$ cat src/design/chtab_pkg.sv
// shared types, codes and constants of the callsign hash table
`timescale 1ns / 1ps
package chtab_pkg;

	// default number of table entries
	localparam int TABLE_ENTRIES_DEF = 256;

	// field widths
	localparam int HASH_W   = 22;
	localparam int CALL_HI_W = 64;
	localparam int CALL_LO_W = 24;

	// save start index: ((hash >> 12) & 0x3FF) * 23 before the modulo
	localparam int START_SHIFT = 12;
	localparam int START_W     = 10;
	localparam int START_MUL   = 23;
	localparam int PROD_W      = 15;

	// lookup kind shifts and widths
	localparam int K12_SHIFT = 10;
	localparam int K12_W     = 12;
	localparam int K10_SHIFT = 12;
	localparam int K10_W     = 10;

	// operation codes
	localparam logic [1:0] FUNC_CLEAR  = 2'd0;
	localparam logic [1:0] FUNC_SAVE   = 2'd1;
	localparam logic [1:0] FUNC_LOOKUP = 2'd2;

	// lookup hash kinds
	localparam logic [1:0] KIND_22 = 2'd0;
	localparam logic [1:0] KIND_12 = 2'd1;

	// one table entry
	typedef struct packed {
		logic [CALL_HI_W-1:0] call_hi;
		logic [CALL_LO_W-1:0] call_lo;
		logic [HASH_W-1:0]    hash;
	} entry_t;

	// control of each cell of the ring; clr and shift are shared, wr goes to the head cell only
	typedef struct packed {
		logic clr;
		logic shift;
		logic wr;
	} cell_ctrl_t;

	// sequencer states
	typedef enum logic [1:0] {
		ST_IDLE,
		ST_MOD,
		ST_ALIGN,
		ST_PROBE
	} state_t;

endpackage

$ cat src/design/chtab_cell.sv
// one storage cell of the rotating entry ring
`timescale 1ns / 1ps
module chtab_cell (
	input  logic                clk,
	input  logic                arst_n,
	input  chtab_pkg::cell_ctrl_t ctrl,
	input  chtab_pkg::entry_t   wr_data,
	input  chtab_pkg::entry_t   nb_data,
	output chtab_pkg::entry_t   data
);

	chtab_pkg::entry_t data_q;

	// clear, write at the head, or take the neighbor's entry
	always_ff @(posedge clk or negedge arst_n) begin
		if (!arst_n) begin
			data_q <= '0;
		end else if (ctrl.clr) begin
			data_q <= '0;
		end else if (ctrl.wr) begin
			data_q <= wr_data;
		end else if (ctrl.shift) begin
			data_q <= nb_data;
		end
	end

	assign data = data_q;

endmodule

$ cat config.mk
export PLATFORM = sky130hd
export DESIGN_NAME = chtab_cell
export DESIGN_NICKNAME = d
export VERILOG_FILES = /design/src/design/chtab_pkg.sv /design/src/design/chtab_cell.sv
export SDC_FILE = /design/constraint.sdc
export NUM_CORES = 1
export LEC_CHECK = 0
export BUFFER_PORTS_ARGS = -buffer_cell sky130_fd_sc_hd__buf_4
export CORE_AREA = 2 2 128 130
export DETAILED_ROUTE_END_ITERATION = 6
export DIE_AREA = 0 0 130 132
export HOLD_SLACK_MARGIN = 0.05
export PLACE_DENSITY_LB_ADDON = 0.08
export SLEW_MARGIN = 20
export SYNTH_ARGS = -nofsm -noshare
export SYNTH_HDL_FRONTEND = slang
export SYNTH_SLANG_ARGS = --single-unit
$ cat constraint.sdc
create_clock -name clk -period 0.9 [get_ports clk]
set_clock_uncertainty 0.05 [all_clocks]
set_input_delay 0.135 -clock clk [delete_from_list [all_inputs] [get_ports clk]]
set_output_delay 0.135 -clock clk [all_outputs]
set_load 0.02 [all_outputs]
---- Yosys cells after proc, flatten, opt, wreduce, memory -nomap -nowiden ----
Index checks and enable logic that the tools add are counted.
operators by class
  muxes and demuxes ....................... 3
  reductions and logical operators ........ 1
operator list
  operator            number
  $mux W110           3
  $reduce_bool A3 Y1  1
word-level totals
  bits in registers ....................... 110
  output and inout bits ................... 110
  word-level logic and storage cells ...... 7

---- Depth between registers and ports, before layout ----
  depth in word-level cells ............... 3
  mapped depth ............................ 4

---- Least setup slack after synthesis ----
Ideal clock, no wire load.
  path kind ............................... in2reg
  start ................................... in ctrl[2] (netlist bit)
  end ..................................... reg data_q, in the netlist data[100]
  arrival time ............................ 723 ps
  data required time ...................... 708 ps
  setup slack ............................. -15 ps
  stages on the path ...................... 3
  path buffers ............................ 2
  cell sequence ........................... clkbuf_1 > clkbuf_1 > a211oi_1
on the way
  longest elaborated chain between the ends .. 1
  elaborated cells between the ends (all ways) .. 2
  those cells by class .................... 1 x mux; 1 x reduce/logical
ends and longest elaborated chain
  what                                                              RTL line          source
  start: declaration                                                chtab_cell.sv:6   input chtab_pkg::cell_ctrl_t ctrl,
  $reduce_bool A3 Y1 (no line) / $mux W110 (equally long branches)  n/a
  end signal: assignment                                            chtab_cell.sv:21  data_q <= wr_data;
  end signal: assignment                                            chtab_cell.sv:23  data_q <= nb_data;
  end: declaration                                                  chtab_cell.sv:12  chtab_pkg::entry_t data_q;
Several ways; a longest one is shown, not always the timed one.
A chain may end at the register's enable or synchronous reset.

---- Worst setup path after layout ----
  start ................................... reg data_q, in the netlist data[44]
  end ..................................... out data[44] (netlist bit)
RTL lines
  what              RTL line         source
  end: declaration  chtab_cell.sv:9  output chtab_pkg::entry_t data
No word-level cell between the ends.

==> flow_summary.toml <==
[yosys]
async_flop_share = 1.000
synth_edf_count = 0
syn_avg_cell_area_um2 = 11.72
synth_largest_area_cell = "dfrtp_1"
yosysUniqueCellTypes = 10
ys.flop_type = "dfrtp_1"
yosys-top-cells-count = "110 x a211oi_1, 110 x dfrtp_1, 110 x mux2i_1, 110 x nor2b_1, 34 x clkbuf_1"
yosys_warnings = 0
synth_seq_area_share = 0.4802
synthTopCellsByArea = "dfrtp_1 48%, mux2i_1 19%, a211oi_1 14%"
syn_nets = 714
synth_seq_cells = 110
yosysTopAreaCellShare = 0.4802
netlist_instances = 489
netlist_area_um2 = 5732

[min_path]
hold_depth = 3
hold-path-endpoint = "data[0]"
hold_class = "in -> reg"
min-delay-start = "wr_data[0]"

[worst_setup_path]
crit_chain = "buf_6"
crit_family = "flip-flops"
cp_num_buf_inv = 1
crit_slowest_cell = "dfrtp_1"
critPathLaunchType = "flip-flop"
max_stage_delay_ns = 0.42
crit_path_max_fanout = 2
r2r_slack_ns = -0.10
crit_required_ns = 0.71
end_kind = "primary output"
path_class = "reg -> out"
crit_arrival_ns = 0.92
worst_r2r_path_depth = 3
r2r_start = "data[44]"
reg2reg_to = "data[44]"

[sta]
post-route-period-util = 1.223
setup_viol = 141
hold_viol = 0
max_clock_freq_mhz = 908.1
timing.final.ws_setup_ns = -0.2011
maxSlewHeadroom = 0.7485
worstMarginPinSlew_ns = 0.3772
rsz0062_at_grt = "true"
fin_crit_ns = 1.101
slew_violations = 0

[clock_network]
cts.path.max_buffers = 2
clock_latency_ns = 0.34
path_clk_slew_ns = 0.07
cts_root_buffer = "clkbuf_16"
cts.htree.levels = 3
clock-sinks = 110
tritoncts = "yes"
cts_buffers = 9

[placed_design]
place_hpwl_um = 13650
gp_congestion = 0.8080
postPlaceCellArea_um2 = 8409
portBuffers = 334
place_inst = 1005

[run_status]
failed_checks = "setup timing"
outcome = "finished, violations left"

[route]
drc = 0
vias = 5675
avgRoutedWirePerCell_um = 18.42
ant_nets = 0
vias_per_cell = 4.918
drtIter0Drc = 165
firstDrtPassIters = 4
wl_um = 21260

[grt]
grt_pass1_wl_um = 32040
overflow = 0
grt_pass1_vias = 6029
antenna_found_initial = 0
grt_max_degree = 68
grt_usage = 0.2390

[layout]
drive_gt1_frac = 0.4563
final_cells = 1154
syn_to_final_growth_pct = 84.63
largest_reg_flops = 110
diodes = 0
fin_nets = 1160
finish.instance_area_um2 = 10580

[floorplan]
chipHeight_um = 132
io_pins = 335
num_rows = 46
start_util = 0.3648
die-area_um2 = 17160
die_width_um = 130
coreArea_um2 = 15710

[power_and_ir_drop]
ir_drop_mv = 0.8166
p_per_area_nw_per_um2 = 1288
power_leakage_nw = 5.056
finalPower_mw = 13.63

[run]
cap_violations = 0
[power breakdown]
group	internal (mW)	switching, mW
clock	2.13	1.77
combinational	2.38	1.76
sequential	5.30	0.290
total	9.81	3.82
[stage by stage]
| step | worst slack [ns] | TNS [ns] | hold slack (ns) | util |
|---|---|---|---|---|
| 2_1_floorplan | -0.01466 | -1.466 | -0.2106 | - |
| 3_3_place_gp | -0.1574 | -12.36 | 0.1126 | 0.5352 |
| 3_5_place_dp | -0.2064 | -15.86 | 0.1018 | 0.5352 |
| 4_1_cts | -0.2079 | -20.42 | 0.05208 | 0.6511 |
| 5_1_grt | -0.2272 | -24.45 | 0.06894 | 0.6735 |
| 6_report | -0.2011 | -19.23 | 0.06754 | 0.6735 |
[per-layer routing]
layer	wire length [µm]	part of all wire	vias up	global-route usage
li1	-	-	2665	-
met1	7961	0.37	2724	0.2764
met2	11010	0.52	237	0.4122
met3	1497	0.070	49	0.06169
met4	793	0.037	0	0.1069
met5	0	0	-	0
[cells by family after synthesis]
family	synth area share
compound gates	0.1441
buf+inv	0.06352
flops	0.4802
mux	0.1921
simple gates	0.1201
[how the worst max path moves through the flow]
stage	from	cells past startpoint	endpoint
6_report	data[44]	1	data[44]
5_1_grt	data[84]	1	data[84]
4_1_cts	data[21]	1	data[21]
3_5_place_dp	ctrl[1]	4	data[108]
3_3_place_gp	ctrl[0]	4	data[108]
2_1_floorplan	ctrl[2]	3	data[100]
[placed cells by master (no fill, tap or decap), drive strengths merged]
| master | instances |
|---|---|
| mux2i | 110 |
| nor2b | 110 |
| buf | 383 |
| a211oi | 110 |
| clkinv | 2 |
| dfrtp | 110 |
| bufinv | 1 |
| clkbuf | 12 |
| dlygate4sd3 | 100 |
[what timing repair did]
action                                  4_1_cts  5_1_grt
hold buffers                                100        0
gates resized for setup                     110       47
pin swaps                                    17       37
cloned                                        0        0
endpoints found under the setup margin      110      163
hold endpoints to repair                    209        0
buffers inserted                             18       21
[layout make-up]
cell class,instances,area [µm²]
inverters,1,5.005
repair buffers,483,4484
clock inverters,2,35.03
flip-flops and latches,110,2753
fillers,1155,5130
multi-input cells,330,2799
well taps,216,270.3
clock buffers,12,236.5
Note: power is estimated with default switching activity, not from simulation.
