===== config.mk =====
export PLATFORM = sky130hd
export DESIGN_NAME = chtab_mod
export DESIGN_NICKNAME = d
export VERILOG_FILES = /design/src/design/chtab_pkg.sv /design/src/design/chtab_mod.sv
export SDC_FILE = /design/constraint.sdc
export NUM_CORES = 1
export LEC_CHECK = 0
export ABC_CLOCK_PERIOD_IN_PS = 1200
export BUFFER_PORTS_ARGS = -buffer_cell sky130_fd_sc_hd__buf_2
export CAP_MARGIN = 20
export CORE_MARGIN = 8
export CORE_UTILIZATION = 46
export DETAILED_ROUTE_END_ITERATION = 8
export PLACE_DENSITY = 0.85
export SLEW_MARGIN = 0
export SYNTH_ARGS = -nofsm -noshare
export SYNTH_HDL_FRONTEND = slang
export SYNTH_SLANG_ARGS = --single-unit
export TNS_END_PERCENT = 30

===== constraint.sdc =====
create_clock -name clk -period 1.2 [get_ports clk]
set_input_delay 0.3 -clock clk [delete_from_list [all_inputs] [get_ports clk]]
set_output_delay 0.3 -clock clk [all_outputs]
set_load 0.05 [all_outputs]

===== src/design/chtab_pkg.sv =====
// shared types, codes and constants of the callsign hash table
`timescale 1ns / 1ps
package chtab_pkg;

	// default number of table entries
	localparam int TABLE_ENTRIES_DEF = 256;

	// field widths
	localparam int HASH_W   = 22;
	localparam int CALL_HI_W = 64;
	localparam int CALL_LO_W = 24;

	// save start index: ((hash >> 12) & 0x3FF) * 23 before the modulo
	localparam int START_SHIFT = 12;
	localparam int START_W     = 10;
	localparam int START_MUL   = 23;
	localparam int PROD_W      = 15;

	// lookup kind shifts and widths
	localparam int K12_SHIFT = 10;
	localparam int K12_W     = 12;
	localparam int K10_SHIFT = 12;
	localparam int K10_W     = 10;

	// operation codes
	localparam logic [1:0] FUNC_CLEAR  = 2'd0;
	localparam logic [1:0] FUNC_SAVE   = 2'd1;
	localparam logic [1:0] FUNC_LOOKUP = 2'd2;

	// lookup hash kinds
	localparam logic [1:0] KIND_22 = 2'd0;
	localparam logic [1:0] KIND_12 = 2'd1;

	// one table entry
	typedef struct packed {
		logic [CALL_HI_W-1:0] call_hi;
		logic [CALL_LO_W-1:0] call_lo;
		logic [HASH_W-1:0]    hash;
	} entry_t;

	// control of each cell of the ring; clr and shift are shared, wr goes to the head cell only
	typedef struct packed {
		logic clr;
		logic shift;
		logic wr;
	} cell_ctrl_t;

	// sequencer states
	typedef enum logic [1:0] {
		ST_IDLE,
		ST_MOD,
		ST_ALIGN,
		ST_PROBE
	} state_t;

endpackage


===== src/design/chtab_mod.sv =====
// remainder of the save start product by the table size, by reciprocal multiplication
`timescale 1ns / 1ps
module chtab_mod #(
	parameter int TABLE_ENTRIES = chtab_pkg::TABLE_ENTRIES_DEF
) (
	input  logic                             clk,
	input  logic                             arst_n,
	input  logic                             load,
	input  logic [chtab_pkg::PROD_W-1:0]     prod,
	output logic                             done,
	output logic [$clog2(TABLE_ENTRIES)-1:0] rem
);

	localparam int IW = $clog2(TABLE_ENTRIES);
	localparam int PW = chtab_pkg::PROD_W;
	// quotient is exact for every product below 2**PW with this shift
	localparam int SH = PW + IW;
	localparam int MW = PW + 2;
	localparam logic [MW-1:0] RECIP =
		MW'(((1 << SH) + TABLE_ENTRIES - 1) / TABLE_ENTRIES);
	localparam logic [PW-1:0] N_P = PW'(TABLE_ENTRIES);

	logic [PW+MW-1:0] mul;
	logic [PW-1:0]    quot;
	logic [2*PW-1:0]  qn;
	logic [PW-1:0]    prod_s1;
	logic [PW-1:0]    quot_s1;
	logic             valid_s1;
	logic [IW-1:0]    rem_s2;
	logic             done_s2;

	// quotient by reciprocal, then product minus quotient times size
	always_comb begin
		mul  = prod * RECIP;
		quot = PW'(mul >> SH);
		qn   = quot_s1 * N_P;
	end

	always_ff @(posedge clk or negedge arst_n) begin
		if (!arst_n) begin
			prod_s1  <= '0;
			quot_s1  <= '0;
			valid_s1 <= 1'b0;
			rem_s2   <= '0;
			done_s2  <= 1'b0;
		end else begin
			valid_s1 <= load;
			done_s2  <= valid_s1;
			if (load) begin
				prod_s1 <= prod;
				quot_s1 <= quot;
			end
			if (valid_s1) begin
				rem_s2 <= IW'(prod_s1 - qn[PW-1:0]);
			end
		end
	end

	assign done = done_s2;
	assign rem  = rem_s2;

	// checks
	a_rem_range: assert property (@(posedge clk) disable iff (!arst_n)
		done_s2 |-> (rem_s2 <= IW'(TABLE_ENTRIES - 1)))
		else $error("remainder out of range");

endmodule


After elaboration in Yosys (flattened, before gate mapping) --
Index checks and enable logic that the tools add are counted.
Storage, ports and cells: logic and storage cells 5, memory bits (read-only) 0, bits in latches 0, output and inout bits 9, bits of input ports 18, memory bits (writable) 0, bits in registers 18, memories kept 0
Operators by class: reductions and logical operators 0, shift operators 0, $mul 0, add/subtract/negate cells 1, bitwise operators 0, divide/modulo/power cells 0, magnitude comparators 0, eq/ne operators 0, multiplexer cells 0
Operator list (number):
- 8-bit by 1-bit subtractor with 8-bit output, second input constant | 1

Depth between registers and ports, before layout --
Gate-level depths: netlist of run 1.
word-level depth 1, depth in mapped cells 2, gate-level depth less buffers 1

Worst setup path before layout of run 1 --
OpenSTA, ideal clock, no wires.
path type register to register, from register rem[0] (netlist name), to register rem_s2[0], in the netlist rem[0], slack 0.206 ns, arrival time 0.869 ns, stages on the path, launching flop included 2, period minus slack after synthesis 0.994 ns, buffers on the path 0, cells stage by stage dfrtp_1 > mux2_4
RTL lines:
- to (signal assigned) | line chtab_mod.sv:54 | rem_s2 <= IW'(prod_s1 - qn[PW-1:0]);
- to (decl) | line chtab_mod.sv:29 | logic [IW-1:0] rem_s2;

Worst setup path in the final report of run 1 --
from register rem_s2[7], in the netlist rem[7], to output port rem[7]
RTL lines:
- to (decl) | line chtab_mod.sv:11 | output logic [$clog2(TABLE_ENTRIES)-1:0] rem
No word-level cell between the ends.

==> results of run 1 <==
per-layer routing:
metal / up-vias / part of all wire [%]
met2: 15 / 48
met5: - / 0
met1: 179 / 45
met4: 0 / 0
li1: 170 / -
met3: 0 / 7.4
where the power goes:
part           leakage (nW)  internal (mW)  total [mW]  switching [mW]
Clock                0.0210          0.185       0.364           0.179
Sequential            0.211          0.677       0.734          0.0568
Combinational         0.239          0.201       0.416           0.215
flip-flops by register name, indices dropped and copies added, names as in the netlist:
signal    cells
prod_s1       8
rem           8
done          1
valid_s1      1
stage by stage:
stage | hold WS, ns | util (%) | setup slack [ns] | cells
6_report | 0.237 | 62.8 | 0.0288 | 76
5_1_grt | 0.219 | 62.8 | -0.00595 | 76
4_1_cts | 0.224 | 59.8 | 0.00534 | 74
3_5_place_dp | 0.243 | 54.8 | 0.0972 | 69
3_3_place_gp | 0.237 | 54.8 | 0.117 | 69
2_1_floorplan | 0.00441 | - | 0.206 | 36
kinds of logic after synthesis:
group,after synthesis,share of synthesized area (%)
DFF,18,63.2
muxes,16,33.7
buffers and inverters,2,3.16
cells in the mapped netlist:
| master | number | area share (%) |
|---|---|---|
| dfrtp_1 | 18 | 63 |
| mux2_4 | 16 | 34 |
| buf_6 | 2 | 3.2 |
cell type report:
cell class	instances	area, µm²	area share, %
timing repair buffer	22	176	19.1
clock buffer	4	36.3	3.93
multi-input combinational	16	240	26.0
tap	16	20.0	2.17
sequential	18	450	48.8
timing repair:
| item | in CTS | in global routing |
|---|---|---|
| setup endpoints to repair | 8 | 9 |
| endpoints found under the hold margin | 18 | 0 |
| hold buffers | 1 | 0 |
| setup buffers | 0 | 2 |
| resized for setup | 10 | 9 |
cells in the final DEF (no fill, tap or decap), drive strengths merged:
cell type | Yosys | routed
buf | 2 | 21
clkbuf | 0 | 4
dfrtp | 18 | 18
dlygate4sd3 | 0 | 1
mux2 | 16 | 16
worst max-delay path by stage:
stage	from	endpoint	slack (ns)	cells after the start
finish	rem[7]$_DFFE_PN0P_	rem[7]	0.03	1
global route	rem[7]$_DFFE_PN0P_	rem[7]	-0.006	1
CTS	rem[3]$_DFFE_PN0P_	rem[3]	0.005	1
detailed placement	valid_s1$_DFF_PN0_	rem[5]$_DFFE_PN0P_	0.1	1
global placement	valid_s1$_DFF_PN0_	rem[6]$_DFFE_PN0P_	0.12	1
floorplan	rem[0]$_DFFE_PN0P_	rem[0]$_DFFE_PN0P_	0.21	1
==> flow_summary.yaml, run 1 <==
layout:
  final_cell_area_um2: 923
  n_antenna_cell: 0
  drive_gt1_share_pct: 68.3
  fill_cells: 109
  finish.net_count: 79
  syn_to_final_growth_pct: 29.5
yosys:
  ys_warn_count: 0
  syn_inst: 36
  syn_area_um2: 713
  yosysSeqAreaShare_pct: 63.2
  synth_area_per_cell_um2: 19.8
  ys_seq_elements: 18
  synth_nets: 54
  synth_cell_types: 3
place:
  globalplace.congestion: 0.664
  dp_hpwl_um: 893
  placed_area_um2: 806
  portBuffers: 19
timing:
  finalSetupViolations: 0
  slew_viol_final: 0
  fmax_ghz: 0.854
  fin_crit_sh_pct: 97.6
  hold_viol_final: 0
  fin_setup_tns_ns: 0
  fin_crit_ns: 1.17
  max_slew.worst_pin.slew_ns: 0.488
  slew_headroom_pct: 67.5
  grt_setup_unrepaired: "true"
  fin_skew_ns: 0.00150
routing:
  wl_mm: 1.27
  wl_per_cell_um: 16.6
  vias: 364
  ant_nets: 0
  avgViaCountPerCell: 4.79
  first_pass_iters: 2
  dr.first_iter.drc_count: 1
  drc: 0
setup_path:
  cp.buffers_inverters: 1
  crit_path_max_fanout: 2
  endpoint_kind: "output port"
  worstReg2RegEnd: "rem[5]$_DFFE_PN0P_"
  crit_path_max_incr_delay_ns: 0.42
  crit_family: "flip-flops"
  cp-start-kind: "flop"
  rrSetupSlack_ns: 0.09
  critPathKind: "flop to output port"
  required_ns: 0.90
  reg2regPathDepth: 1
  cpMaxStageDelayCell: "dfrtp_1"
  r2r_start: "valid_s1$_DFF_PN0_"
  path_cells: "buf_6"
  cp_data_arrival_time_ns: 0.87
global_routing:
  grt_first_pass_wirelength_mm: 2.16
  first_global_vias: 435
  grt_busiest_layer: "met2"
  use_met1_pct: 10.0
  grt_max_degree: 19
  use_met3_pct: 6.39
  grt_overflow: 0
  use_met2_pct: 13.0
  track_usage_pct: 8.55
  antenna_found_initial: 0
worst_hold_path:
  hold_start: "prod[4]"
  worstHoldPathType: "primary input to flop"
  hold_end: "prod_s1[4]$_DFFE_PN0P_"
  hold-path-cell-count: 2
floorplan:
  die-area_um2: 3070
  row_count: 14
  die_h_um: 55.4
  fp.dieW_um: 55.4
  io_pins: 27
  core_area_um2: 1470
  initial_core_util_pct: 48.5
clocking:
  clkTransAtPathRegs_ns: 0.10
  cts_tree: "built"
  clockBufferDepth: 2
  h-tree-depth: 1
  clockRootBuffer: "clkbuf_4"
  cts.sinks: 18
  numCtsBuffers: 3
  clkLatencyLatePin_ns: 0.29
power_and_ir_drop:
  powerDensity_nw_per_um2: 1640
  worst_ir_drop_vdd_mv: 1.08
  p_total_mw: 1.51
  p_leak_nw: 0.471
run_status:
  status: "finished clean"
job:
  drv_cap: 0
No activity file was read; power rests on OpenSTA's default activity.
==> inputs of run 2 (changes only) <==
Settings changed: ABC_CLOCK_PERIOD_IN_PS 1200 to 1400, CORE_UTILIZATION 46 to 49, PLACE_DENSITY 0.85 to 0.89.
Clock period 1.2 ns to 1.4 ns, I/O delays scaled along.
==> run 2 against run 1 <==
First-iteration DRC count rose by 100%. Power shrank 19%. Non-clock buffer count is 2 lower. Final area decreased by 7.9%. Cell count shrank 3.9%. Clock skew hardly changed. Combinational power is 28% lower. Clock-buffer cell count did not move. Sequential cell count unchanged. Global-route usage rose by 1.4 points. Sequential power down 16%.
==> flow_summary.yaml, run 2 (synthesis gave the netlist of run 1 again) <==
power_and_ir_drop:
  worst_ir_drop_vdd_mv: 0.867
  p_leak_nw: 0.442
  powerDensity_nw_per_um2: 1440
  p_total_mw: 1.23
timing:
  fmax_ghz: 0.781
  fin_setup_tns_ns: 0
  fin_crit_ns: 1.28
  timing.final.ws_setup_ns: 0.120
  max_slew.worst_pin.slew_ns: 0.510
  grt_setup_unrepaired: "false"
  finalSetupViolations: 0
  hold_viol_final: 0
  slew_headroom_pct: 66.0
  fin_skew_ns: 0.00175
  fin_crit_sh_pct: 91.4
  slew_viol_final: 0
  hold_ws_ns: 0.286
layout:
  n_antenna_cell: 0
  drive_gt1_share_pct: 67.2
  finish.net_count: 77
  layout_common_cells: "buf_2 (19), dfrtp_1 (18), mux2_4 (16)"
  final_core_util_pct: 63.8
  fill_cells: 109
  layout.cells.non_filler: 73
  final_common_cell: "buf_2"
  syn_to_final_growth_pct: 19.3
  final_cell_area_um2: 851
clocking:
  cts.sinks: 18
  h-tree-depth: 1
  cts_setup_buffers: 0
  clockRootBuffer: "clkbuf_4"
  clockBufferDepth: 2
  numCtsBuffers: 3
  postCtsHoldBufs: 1
  clkLatencyLatePin_ns: 0.29
  cts_tree: "built"
  cts_resized: 0
  clkTransAtPathRegs_ns: 0.10
routing:
  drc: 0
  wl_mm: 1.22
  first_pass_iters: 2
  vias: 365
  wl_per_cell_um: 16.7
  avgViaCountPerCell: 5.00
  dr.first_iter.drc_count: 2
  ant_nets: 0
global_routing:
  grt_max_degree: 19
  track_usage_pct: 9.91
  grt_overflow: 0
  first_global_vias: 434
  antenna_found_initial: 0
  grt_first_pass_wirelength_mm: 2.06
setup_path:
  crit_family: "flip-flops"
  crit_path_max_fanout: 2
  crit_path_max_incr_delay_ns: 0.37
  cpMaxStageDelayCell: "dfrtp_1"
  cp-start-kind: "flop"
  critPathKind: "flop to output port"
  cp_data_arrival_time_ns: 0.93
  cp.buffers_inverters: 1
  path_cells: "buf_2"
  endpoint_kind: "output port"
  required_ns: 1.05
place:
  portBuffers: 19
  globalplace.congestion: 0.627
  placed_area_um2: 805
  dp_hpwl_um: 885
  dp.cells: 68
  dp_worst_setup_slack_ns: 0.277
floorplan:
  io_pins: 27
  initial_core_util_pct: 53.5
  die-area_um2: 2930
  core_area_um2: 1330
  fp.dieW_um: 54.2
  row_count: 13
  die_h_um: 54.2
worst_hold_path:
  worstHoldPathType: "primary input to flop"
run_status:
  status: "finished clean"
job:
  drv_cap: 0
run 2: cell count changes in the layout (fill, tap and decap cells not counted), sizes merged:
cell	change
buf	-2
run 2: metal layers:
metal | up-vias | track usage (%) | part of all wire (%) | wire length (µm)
met5 | - | 0 | 0 | 0
met4 | 0 | 6.15 | 1.6 | 19
met3 | 2 | 2.75 | 7.6 | 93
met2 | 15 | 12.4 | 43 | 518
met1 | 182 | 14.3 | 48 | 587
li1 | 166 | - | - | -
run 2: final cells by class:
class	instances	area [µm²]	area share [%]
repair buffers	20	105	12.4
multi-input cells	16	240	28.2
flip-flops and latches	18	450	52.9
well taps	15	18.8	2.21
clock buffers	4	36.3	4.26
run 2: worst paths after layout:
| path | startpoint | endpoint | slack (ns) | cells after the start |
|---|---|---|---|---|
| worst max-delay path | rem[4]$_DFFE_PN0P_ | rem[4] | 0.12 | 1 |
| worst min-delay path | prod[3] | prod_s1[3]$_DFFE_PN0P_ | 0.29 | 2 |
| worst max register to register | valid_s1$_DFF_PN0_ | rem[6]$_DFFE_PN0P_ | 0.27 | 1 |
| worst min register to register | rem[5]$_DFFE_PN0P_ | rem[5]$_DFFE_PN0P_ | 0.52 | 1 |
| max in group asynchronous | arst_n | rem[5]$_DFFE_PN0P_ | 0.61 | 2 |
| min in group asynchronous | arst_n | prod_s1[2]$_DFFE_PN0P_ | 0.51 | 2 |
run 2: power by group:
part	internal [mW]	switching (mW)	total, mW
registers	0.580	0.0389	0.619
clock network	0.158	0.151	0.310
logic	0.119	0.182	0.301
